<file path="config.mk">
export PLATFORM = sky130hd
export DESIGN_NAME = multi_slot_periodic_timer
export DESIGN_NICKNAME = d
export VERILOG_FILES = /design/src/sv/mspt_pkg.sv /design/src/sv/multi_slot_periodic_timer.sv /design/src/sv/mspt_ctrl.sv /design/src/sv/mspt_dp.sv
export SDC_FILE = /design/constraint.sdc
export NUM_CORES = 2
export LEC_CHECK = 0
export ABC_CLOCK_PERIOD_IN_PS = 20400
export CAP_MARGIN = 20
export CELL_PAD_IN_SITES_DETAIL_PLACEMENT = 0
export CELL_PAD_IN_SITES_GLOBAL_PLACEMENT = 1
export CORE_MARGIN = 5
export CORE_UTILIZATION = 28
export DETAILED_ROUTE_END_ITERATION = 16
export DONT_BUFFER_PORTS = 1
export PLACE_DENSITY_LB_ADDON = 0.15
export SETUP_SLACK_MARGIN = 0.02
export SYNTH_ARGS = -nofsm -noshare
export SYNTH_HDL_FRONTEND = slang
export SYNTH_SLANG_ARGS = --single-unit
</file>
<file path="constraint.sdc">
create_clock -name clk -period 20.4 [get_ports clk]
set_clock_uncertainty 0.2 [all_clocks]
set_input_delay 2.04 -clock clk [delete_from_list [all_inputs] [get_ports clk]]
set_output_delay 2.04 -clock clk [all_outputs]
set_load 0.02 [all_outputs]
</file>
<file path="src/sv/mspt_pkg.sv">
package mspt_pkg;

	localparam int unsigned TIME_W   = 32;
	localparam int unsigned LIMIT_W  = 16;
	localparam int unsigned SLOT_W   = 4;
	localparam int unsigned IN_DW    = 120;
	localparam int unsigned OUT_DW   = 72;

	localparam logic [TIME_W-1:0] MS_SCALE = 32'd1000;

	localparam logic MODE_LOOP = 1'b0;
	localparam logic MODE_POLL = 1'b1;

	typedef struct packed {
		logic capture;
		logic exec;
		logic commit;
	} cmd_t;

	typedef struct packed {
		logic out_free;
	} sts_t;

endpackage

</file>
<file path="src/sv/multi_slot_periodic_timer.sv">
// a result passes through the exec stage registers and then the output register
// a new item is taken only while the previous one commits, set by the read and the write-back
//   of one slot record (exec cycle, then commit cycle)
// a full output register that is not taken holds the commit cycle
// reset: arst_n clears loop time, token, slot flags and counters at once;
//   no clearing pass, the block accepts items as soon as reset is released
module multi_slot_periodic_timer
	import mspt_pkg::*;
#(
	parameter int unsigned TIMER_SLOTS = 8
)
(
	input  logic              clk,
	input  logic              arst_n,
	input  logic              s_axis_tvalid,
	output logic              s_axis_tready,
	// now_us[31:0] slot[35:32] repeat_time[67:36] repetition_limit[83:68]
	// delay_time[115:84] in_milliseconds[116] zero[119:117]
	input  logic [IN_DW-1:0]  s_axis_tdata,
	// mode[0]
	input  logic [0:0]        s_axis_tuser,
	output logic              m_axis_tvalid,
	input  logic              m_axis_tready,
	// fired[0] run_count[32:1] elapsed_us[64:33] slot_finished[65] zero[71:66]
	output logic [OUT_DW-1:0] m_axis_tdata,
	// slot_error[0]
	output logic [0:0]        m_axis_tuser
);

	cmd_t cmd;
	sts_t sts;

	logic              fired, slot_error, slot_finished;
	logic [TIME_W-1:0] run_count, elapsed_us;

	mspt_ctrl u_ctrl (
		.clk      (clk),
		.arst_n   (arst_n),
		.in_valid (s_axis_tvalid),
		.in_ready (s_axis_tready),
		.sts      (sts),
		.cmd      (cmd)
	);

	mspt_dp #(
		.TIMER_SLOTS (TIMER_SLOTS)
	) u_dp (
		.clk          (clk),
		.arst_n       (arst_n),
		.cmd          (cmd),
		.sts          (sts),
		.in_mode      (s_axis_tuser[0]),
		.in_now       (s_axis_tdata[31:0]),
		.in_slot      (s_axis_tdata[35:32]),
		.in_repeat    (s_axis_tdata[67:36]),
		.in_limit     (s_axis_tdata[83:68]),
		.in_delay     (s_axis_tdata[115:84]),
		.in_ms        (s_axis_tdata[116]),
		.out_ready    (m_axis_tready),
		.out_valid    (m_axis_tvalid),
		.out_fired    (fired),
		.out_error    (slot_error),
		.out_count    (run_count),
		.out_elapsed  (elapsed_us),
		.out_finished (slot_finished)
	);

	assign m_axis_tdata = {6'b0, slot_finished, elapsed_us, run_count, fired};
	assign m_axis_tuser = slot_error;

endmodule

</file>
<file path="src/sv/mspt_ctrl.sv">
module mspt_ctrl
	import mspt_pkg::*;
(
	input  logic clk,
	input  logic arst_n,
	input  logic in_valid,
	output logic in_ready,
	input  sts_t sts,
	output cmd_t cmd
);

	typedef enum logic [1:0] {
		ST_IDLE,
		ST_EXEC,
		ST_COMMIT
	} state_t;

	state_t state_q;

	always_comb begin
		in_ready    = (state_q == ST_IDLE) || ((state_q == ST_COMMIT) && sts.out_free);
		cmd.capture = in_valid && in_ready;
		cmd.exec    = (state_q == ST_EXEC);
		cmd.commit  = (state_q == ST_COMMIT) && sts.out_free;
	end

	always_ff @(posedge clk or negedge arst_n) begin
		if (!arst_n) begin
			state_q <= ST_IDLE;
		end else begin
			case (state_q)
				ST_IDLE: begin
					if (in_valid) begin
						state_q <= ST_EXEC;
					end
				end
				ST_EXEC: begin
					state_q <= ST_COMMIT;
				end
				ST_COMMIT: begin
					if (sts.out_free) begin
						state_q <= in_valid ? ST_EXEC : ST_IDLE;
					end
				end
				default: begin
					state_q <= ST_IDLE;
				end
			endcase
		end
	end

`ifndef NO_ASSERTIONS
	a_commit_after_exec: assert property (@(posedge clk) disable iff (!arst_n)
		cmd.commit |-> ($past(cmd.exec) || $past(state_q == ST_COMMIT)))
		else $error("commit without a preceding exec");
`endif

endmodule

</file>
<file path="src/sv/mspt_dp.sv">
module mspt_dp
	import mspt_pkg::*;
#(
	parameter int unsigned TIMER_SLOTS = 8
)
(
	input  logic               clk,
	input  logic               arst_n,
	input  cmd_t               cmd,
	output sts_t               sts,
	input  logic               in_mode,
	input  logic [TIME_W-1:0]  in_now,
	input  logic [SLOT_W-1:0]  in_slot,
	input  logic [TIME_W-1:0]  in_repeat,
	input  logic [LIMIT_W-1:0] in_limit,
	input  logic [TIME_W-1:0]  in_delay,
	input  logic               in_ms,
	input  logic               out_ready,
	output logic               out_valid,
	output logic               out_fired,
	output logic               out_error,
	output logic [TIME_W-1:0]  out_count,
	output logic [TIME_W-1:0]  out_elapsed,
	output logic               out_finished
);

	localparam int unsigned IDX_W = (TIMER_SLOTS > 1) ? $clog2(TIMER_SLOTS) : 1;
	localparam logic [SLOT_W:0] NSLOTS = (SLOT_W + 1)'(TIMER_SLOTS);

	// captured item
	logic               mode_q;
	logic [TIME_W-1:0]  now_q;
	logic [SLOT_W-1:0]  slot_q;
	logic [TIME_W-1:0]  rep_time_q;
	logic [LIMIT_W-1:0] limit_q;
	logic [TIME_W-1:0]  delay_q;
	logic               ms_q;

	// slot records
	logic [TIME_W-1:0]      loop_time_q;
	logic                   served_q;
	logic [TIMER_SLOTS-1:0] fin_q;
	logic [TIMER_SLOTS-1:0] first_q;
	logic [TIMER_SLOTS-1:0] cnt_q;
	logic [LIMIT_W-1:0]     repl_q  [TIMER_SLOTS];
	logic [TIME_W-1:0]      dlyl_q  [TIMER_SLOTS];
	logic [TIME_W-1:0]      start_q [TIMER_SLOTS];
	logic [TIME_W-1:0]      fcnt_q  [TIMER_SLOTS];
	logic [TIME_W-1:0]      last_q  [TIMER_SLOTS];

	// exec stage
	logic               mode_s1;
	logic               err_s1;
	logic [IDX_W-1:0]   idx_s1;
	logic [TIME_W-1:0]  now_s1;
	logic [TIME_W-1:0]  per_s1;
	logic [TIME_W-1:0]  dly_s1;
	logic [LIMIT_W-1:0] lim_s1;
	logic               fin_s1;
	logic               first_s1;
	logic               cnt_s1;
	logic [LIMIT_W-1:0] repl_s1;
	logic [TIME_W-1:0]  dlyl_s1;
	logic [TIME_W-1:0]  fcnt_s1;
	logic [TIME_W-1:0]  last_s1;
	logic [TIME_W-1:0]  el_s1;

	logic [IDX_W-1:0] idx_c;

	logic poll_c, poll_ok_c, arm_c, meas_c, dly_done_c, fire_c, fin_set_c;
	logic               o_fired, o_error, o_fin;
	logic [TIME_W-1:0]  o_count, o_el;

	logic              out_valid_q;
	logic              fired_q, error_q, finished_q;
	logic [TIME_W-1:0] count_q, elapsed_q;

	assign idx_c = slot_q[IDX_W-1:0];

	always_ff @(posedge clk) begin
		if (cmd.capture) begin
			mode_q     <= in_mode;
			now_q      <= in_now;
			slot_q     <= in_slot;
			rep_time_q <= in_repeat;
			limit_q    <= in_limit;
			delay_q    <= in_delay;
			ms_q       <= in_ms;
		end
	end

	always_ff @(posedge clk) begin
		if (cmd.exec) begin
			mode_s1  <= mode_q;
			err_s1   <= ({1'b0, slot_q} >= NSLOTS);
			idx_s1   <= idx_c;
			now_s1   <= now_q;
			per_s1   <= ms_q ? TIME_W'(rep_time_q * MS_SCALE) : rep_time_q;
			dly_s1   <= ms_q ? TIME_W'(delay_q * MS_SCALE) : delay_q;
			lim_s1   <= limit_q;
			fin_s1   <= fin_q[idx_c];
			first_s1 <= first_q[idx_c];
			cnt_s1   <= cnt_q[idx_c];
			repl_s1  <= repl_q[idx_c];
			dlyl_s1  <= dlyl_q[idx_c];
			fcnt_s1  <= fcnt_q[idx_c];
			last_s1  <= last_q[idx_c];
			el_s1    <= loop_time_q - start_q[idx_c];
		end
	end

	always_comb begin
		poll_c     = (mode_s1 == MODE_POLL) && !err_s1;
		poll_ok_c  = cmd.commit && poll_c && !fin_s1;
		arm_c      = poll_ok_c && !cnt_s1;
		meas_c     = poll_ok_c && cnt_s1 && !served_q;
		dly_done_c = meas_c && (dlyl_s1 != '0) && (el_s1 >= dlyl_s1);
		fire_c     = meas_c && (dlyl_s1 == '0) && (el_s1 >= per_s1);
		fin_set_c  = fire_c && (repl_s1 == LIMIT_W'(1));

		o_error = (mode_s1 == MODE_POLL) && err_s1;
		o_fired = fire_c;
		o_count = '0;
		o_el    = '0;
		o_fin   = 1'b0;
		if (poll_c) begin
			o_count = fire_c ? fcnt_s1 + TIME_W'(1) : fcnt_s1;
			o_el    = meas_c ? el_s1 : last_s1;
			o_fin   = fin_s1 || fin_set_c;
		end
	end

	always_ff @(posedge clk or negedge arst_n) begin
		if (!arst_n) begin
			loop_time_q <= '0;
			served_q    <= 1'b0;
			fin_q       <= '0;
			first_q     <= '1;
			cnt_q       <= '0;
			for (int i = 0; i < TIMER_SLOTS; i++) begin
				fcnt_q[i] <= '0;
				last_q[i] <= '0;
			end
		end else if (cmd.commit) begin
			if (mode_s1 == MODE_LOOP) begin
				loop_time_q <= now_s1;
				served_q    <= 1'b0;
			end
			if (poll_ok_c && first_s1) begin
				first_q[idx_s1] <= 1'b0;
			end
			if (arm_c) begin
				cnt_q[idx_s1] <= 1'b1;
			end
			if (meas_c) begin
				last_q[idx_s1] <= el_s1;
			end
			if (fire_c) begin
				served_q        <= 1'b1;
				cnt_q[idx_s1]   <= 1'b0;
				fcnt_q[idx_s1]  <= fcnt_s1 + TIME_W'(1);
				fin_q[idx_s1]   <= fin_set_c;
			end
		end
	end

	// records without a reset value
	always_ff @(posedge clk) begin
		if (poll_ok_c && first_s1) begin
			repl_q[idx_s1] <= lim_s1;
			dlyl_q[idx_s1] <= dly_s1;
		end
		if (arm_c || dly_done_c) begin
			start_q[idx_s1] <= loop_time_q;
		end
		if (dly_done_c) begin
			dlyl_q[idx_s1] <= '0;
		end
		if (fire_c && (repl_s1 != '0)) begin
			repl_q[idx_s1] <= repl_s1 - LIMIT_W'(1);
		end
	end

	always_ff @(posedge clk or negedge arst_n) begin
		if (!arst_n) begin
			out_valid_q <= 1'b0;
		end else if (cmd.commit) begin
			out_valid_q <= 1'b1;
		end else if (out_ready) begin
			out_valid_q <= 1'b0;
		end
	end

	always_ff @(posedge clk) begin
		if (cmd.commit) begin
			fired_q    <= o_fired;
			error_q    <= o_error;
			count_q    <= o_count;
			elapsed_q  <= o_el;
			finished_q <= o_fin;
		end
	end

	assign sts.out_free  = !out_valid_q || out_ready;
	assign out_valid     = out_valid_q;
	assign out_fired     = fired_q;
	assign out_error     = error_q;
	assign out_count     = count_q;
	assign out_elapsed   = elapsed_q;
	assign out_finished  = finished_q;

`ifndef NO_ASSERTIONS
	a_fire_takes_token: assert property (@(posedge clk) disable iff (!arst_n)
		fire_c |=> served_q)
		else $error("firing did not take the loop token");

	a_finished_sticks: assert property (@(posedge clk) disable iff (!arst_n)
		(~fin_q & $past(fin_q)) == '0)
		else $error("finished flag cleared");

	a_counting_after_first: assert property (@(posedge clk) disable iff (!arst_n)
		(cnt_q & first_q) == '0)
		else $error("slot counting before its first poll");
`endif

endmodule
</file>
* After elaboration in Yosys (flattened, before gate mapping)
Memory sizes are Yosys's and may differ from the RTL's. A register that Yosys moved wholly into a read port is not among the register bits.
Index checks and enable logic that the tools add are counted.
** Operators by class
- Bitwise logic cells :: 9
- Equal/unequal tests :: 6
- $lt $le $gt $ge :: 9
- Reductions and logical operators :: 38
- Add/sub/neg operators :: 3
- $mul :: 2
- Mux-type cells :: 45
** Operators by type and width (number)
- $bwmux W256 :: 2
- $mux W32 :: 10
- $bmux W32 S3 :: 2
- $demux W32 S3 :: 1
- $ge A32 B32 Y1 :: 2
- $mul A32 B7 Y29 const B :: 2
- $add A32 B1 Y32 const B :: 1
- $logic_not A32 Y1 :: 1
- $reduce_bool A32 Y1 :: 1
- $sub A32 B32 Y32 :: 1
- $mux W8 :: 3
- $logic_and A1 B1 Y1 :: 18
- $mux W1 :: 17
- $and A8 B8 Y8 :: 2
- $eq A16 B1 Y1 const B :: 1
- $mux W16 :: 1
- $reduce_bool A16 Y1 :: 1
- $sub A16 B1 Y16 const B :: 1
- $ge A4 B4 Y1 const B :: 3
- $reduce_and A2 Y1 :: 6
- $bmux W1 S3 :: 3
- $bwmux W8 :: 1
- $lt A3 B4 Y1 const B :: 2
- $not A3 Y4 :: 2
- 18 further kinds :: 28
** Storage, ports and cells
- Logic and storage cells :: 165
- Bits of input ports :: 125
- Bits in registers :: 973
- Memories kept :: 3
- RAM bits :: 640
** Memories
- u_dp.dlyl_q :: depth 8, width 32, rd ports 1, clocked after Yosys merged registers in 1, write ports 1, RTL line mspt_dp.sv:46 : logic [TIME_W-1:0] dlyl_q [TIMER_SLOTS];
- u_dp.start_q :: depth 8, width 32, rd ports 1, clocked after Yosys merged registers in 1, write ports 1, RTL line mspt_dp.sv:47 : logic [TIME_W-1:0] start_q [TIMER_SLOTS];
- u_dp.repl_q :: depth 8, width 16, rd ports 1, clocked after Yosys merged registers in 1, write ports 1, RTL line mspt_dp.sv:45 : logic [LIMIT_W-1:0] repl_q [TIMER_SLOTS];

* Depth between registers and ports, before layout
- Depth in word-level cells :: 13
- Gate-level depth with buffers :: 16
- Depth with buffers taken out :: 16

* Cells and area by module
A second synthesis with hierarchy kept.
** Second synthesis, totals
- Cell total of the unflattened synthesis :: 5545
- Area, all modules :: 76622.2 um^2
** Modules (own cells, without submodules)
- mspt_dp :: area an instance 76440.8 um^2, instances 1, cells an instance 5525
- mspt_ctrl :: area an instance 117.6 um^2, instances 1, cells an instance 11
- multi_slot_periodic_timer :: area an instance 63.8 um^2, instances 1, cells an instance 9

* Least setup slack after synthesis
OpenSTA, ideal clock, no wires.
- Path kind :: register to register
- Start :: register u_ctrl.state_q[1]
- End :: register u_ctrl.state_q[1]
- Setup time :: 156 ps
- Data arrival time :: 12992 ps
- Required time :: 20044 ps
- Stages on the path, launching flop included :: 3
- Setup slack :: 7052 ps
- Cell sequence :: dfrtp_1 > nor2b_1 > o21bai_1
** On the way
- Longest elaborated chain between the ends :: 3
- Elaborated cells on any way between the ends :: 7
- Classes of those cells :: eq/ne (4); mux (1); reduce/logical (2)
** RTL lines
- from (decl) :: RTL line mspt_ctrl.sv:18 : state_t state_q;
- from (signal assigned) :: RTL line mspt_ctrl.sv:42 : state_q <= in_valid ? ST_EXEC : ST_IDLE;
- $eq A2 B2 Y1 or $logic_not A2 Y1 (tied branches) :: RTL line mspt_ctrl.sv:31 : case (state_q)
- $ne A2 B1 Y1 (no line) or $ne A2 B2 Y1 (tied branches)
- $reduce_and A2 Y1 (no line)
Parallel ways exist; a longest one is shown, timed or not.
A chain may end at the register's enable or synchronous reset.

==> results.toml <==
[outcome]
status = "completed"

[worst_setup_path]
required_ns = 20.86
cp-end-kind = "flop"
path_max_fanout = 27
worstSetupStartpointType = "flop"
cp.arrival_ns = 6.22
crit_type = "reg2reg"

[routing]
post_drt_wl_per_cell_um = 22.7
viasPerCell = 4.63
drtAntennaViolNets = 0
first_pass_iters = 7
drt-initial-drc-count = 2616
drt-total-wl_mm = 209
drcViolationCount = 0
vias = 42600

[power]
pwr-share-seq = 0.410
power_density_mw_per_mm2 = 119
p_leak_uw = 0.0342
p_sw_uw = 3270
switching_share = 0.312
pwr-share-clk = 0.341
p_comb_frac = 0.249
vdd_drop_max_mv = 0.0650
internal_power_uw = 7210

[global_routing]
grt_pass1_wl_mm = 312
grt_pass1_vias = 45500
antenna_found_initial = 15
grt_max_degree = 573
overflow = 0
grt_use_total = 0.146

[placed_design]
place_ws_ns = 14.49
place.detailed.hpwl_mm = 127
place_congestion = 0.724
io_buffer_count = 0
placedCellCount = 8822

[clocking]
post_cts_buffers = 0
clock_path_buffers = 4
clockRootBuffer = "clkbuf_16"
clock-sinks = 1664
cts-resized-gates = 0
worstSkewPairLatency_ns = 0.88
clk_transition_reported_paths_ns = 0.07
cts_buffers = 203
h-tree-depth = 4
cts-hold-fix-buffers = 0
tritoncts = "built"

[die]
core_area_mm2 = 0.274
num_rows = 192
start_util = 0.281
io_pins = 200
die_area_mm2 = 0.286
chipHeight_um = 534
die_w_um = 534

[timing]
maxSlewViolCount = 0
grt_setup_unrepaired = "false"
period_share = 0.282
setup_violations = 0
setup_ws_ns = 14.64
timing.final.hold_violations = 0
worst_hold_slack_ns = 0.153
worst_slew_margin_rel = 0.154
final.setup.tns_ns = 0
fin_crit_ns = 5.76
max_freq_mhz = 174
tightest_slew_ns = 1.27

[min_path]
hp-class = "reg2reg"

[layout]
area_growth_pct = 13.9
fin_cells = 9192
nNetsFinal = 5960
drive_gt1_frac = 0.189
n_fill_cell = 27000

[synthesis]
dominantRegCellSynth = "edfxtp_1"
synthDistinctLibCells = 86
synth-seq-cells = 1664
synth_seq_area_share = 0.611
postSynthAreaPerCell_um2 = 14.2
synth-edff-count = 1089
synthArstFlopShare = 0.344
yosysWarnings = 0
syn_inst = 5408
synth_area_mm2 = 0.0770

[run]
cap_violations = 0
## flip-flops by register name, indices dropped and copies added (netlist names), 32 cells and up, named ones only
register	count
u_dp.repl_q	128
u_dp.fcnt_q	256
u_dp.el_s1	32
u_dp.fcnt_s1	32
u_dp.dlyl_s1	32
u_dp.delay_q	32
u_dp.last_s1	32
u_dp.now_s1	32
u_dp.out_elapsed	32
u_dp.now_q	32
u_dp.start_q	256
u_dp.dlyl_q	256
u_dp.rep_time_q	32
u_dp.per_s1	32
u_dp.dly_s1	32
u_dp.last_q	256
u_dp.loop_time_q	32
u_dp.out_count	32
## metal layers
layer / GRT usage / vias to the layer above / wire length (µm) / share of wire
met2: 0.230 / 714 / 95400 / 0.46
li1: - / 19600 / - / -
met1: 0.210 / 22000 / 100000 / 0.48
met5: 0 / - / 47 / 0.00023
met4: 0.0375 / 6 / 5500 / 0.026
met3: 0.0223 / 259 / 7590 / 0.036
## critical path, stage by stage (launching register included)
cell and delay, ns:
dfxtp_4 0.62, buf_4 0.58, buf_4 0.51, mux4_2 0.55, mux2i_1 0.20, ha_1 0.27
nor2b_1 0.14, o31a_1 0.31, o31ai_1 0.45, nor2_1 0.14, o31ai_1 0.62, a21oi_1 0.21
or4_1 0.54, o211ai_1 0.17
## area by class of cell
type	count	area, µm²	area share
diodes	3	7.51	0.0000856
well taps	3589	4490	0.0512
repair buffers	100	836	0.00953
clock inverters	93	1000	0.0114
clock buffers	271	5530	0.0630
inverters	381	1430	0.0163
flip-flops and latches	1664	47100	0.537
multi-input cells	3091	27300	0.312
## worst paths after layout
| kind | startpoint | slack (ns) | cells past startpoint | end |
|---|---|---|---|---|
| hold / removal | u_dp.now_q[18] | 0.15 | 0 | u_dp.now_s1[18] |
| min in group asynchronous | arst_n | 0.68 | 0 | u_dp.fcnt_q[252] |
| hold reg to reg | u_dp.now_q[18] | 0.15 | 0 | u_dp.now_s1[18] |
| setup reg to reg | flop | 14.64 | 13 | u_dp.el_s1[29] |
| max in group asynchronous | arst_n | 16.40 | 3 | u_dp.loop_time_q[26] |
| setup / recovery | flop | 14.64 | 13 | u_dp.el_s1[29] |
## layout by cell type, fill, tap and decap left out, types with 46 or more instances in the layout
cell       instances
nor2_1           135
nand2_1          843
a21o_1            58
mux4_2           294
clkbuf_1          52
edfxtp_1        1089
xor2_1            46
mux2_2           290
xnor2_1           76
inv_1            379
dfrtp_1          564
o21ai_0          337
clkbuf_16        206
buf_4             95
fa_1             183
ha_1             211
a21oi_1          142
## kinds of logic (layout without fill, tap and decap cells)
kind of cell | count (synthesis) | in the layout | share of synthesized area
AOI/OAI and AO/OA | 696 | 696 | 0.0531
buffers and inverters | 658 | 845 | 0.0363
DFF | 1664 | 1664 | 0.611
and+or+nand+nor | 1243 | 1243 | 0.0692
adders and majority gates | 394 | 394 | 0.0818
muxes | 630 | 630 | 0.134
xor gates and xnor gates | 122 | 122 | 0.0139
other | 1 | 9 | 0.0000487
## cell usage after synthesis (all sizes together) (58+ instances only)
cell type,count,area share
edfxtp,1089,0.42
nand2,844,0.041
dfrtp,564,0.18
inv,381,0.019
o21ai,361,0.024
mux4,294,0.086
mux2,291,0.043
ha,211,0.034
fa,183,0.048
nor2,146,0.0072
buf,144,0.011
a21oi,142,0.0092
clkbuf,133,0.0065
xnor2,76,0.0086
a21o,58,0.0057
## per-stage QoR
| step | instance area, µm² | power, µW | util |
|---|---|---|---|
| 5_1_grt | 87700 | 11200 | 0.320 |
| 3_5_place_dp | 81100 | 7000 | 0.296 |
| 2_1_floorplan | 77000 | 6200 | - |
| 6_report | 87700 | 10500 | 0.320 |
| 3_3_place_gp | 81100 | 7000 | 0.296 |
| 4_1_cts | 87600 | 10700 | 0.320 |
## power by group through the flow
stage	registers [µW]	clock network, µW	logic, µW
2_1_floorplan	4210	0	1990
3_3_place_gp	4360	0	2640
3_5_place_dp	4370	0	2630
4_1_cts	4300	3720	2640
5_1_grt	4320	3840	3000
6_report	4290	3580	2610
Power figures use the tool's default switching activity.
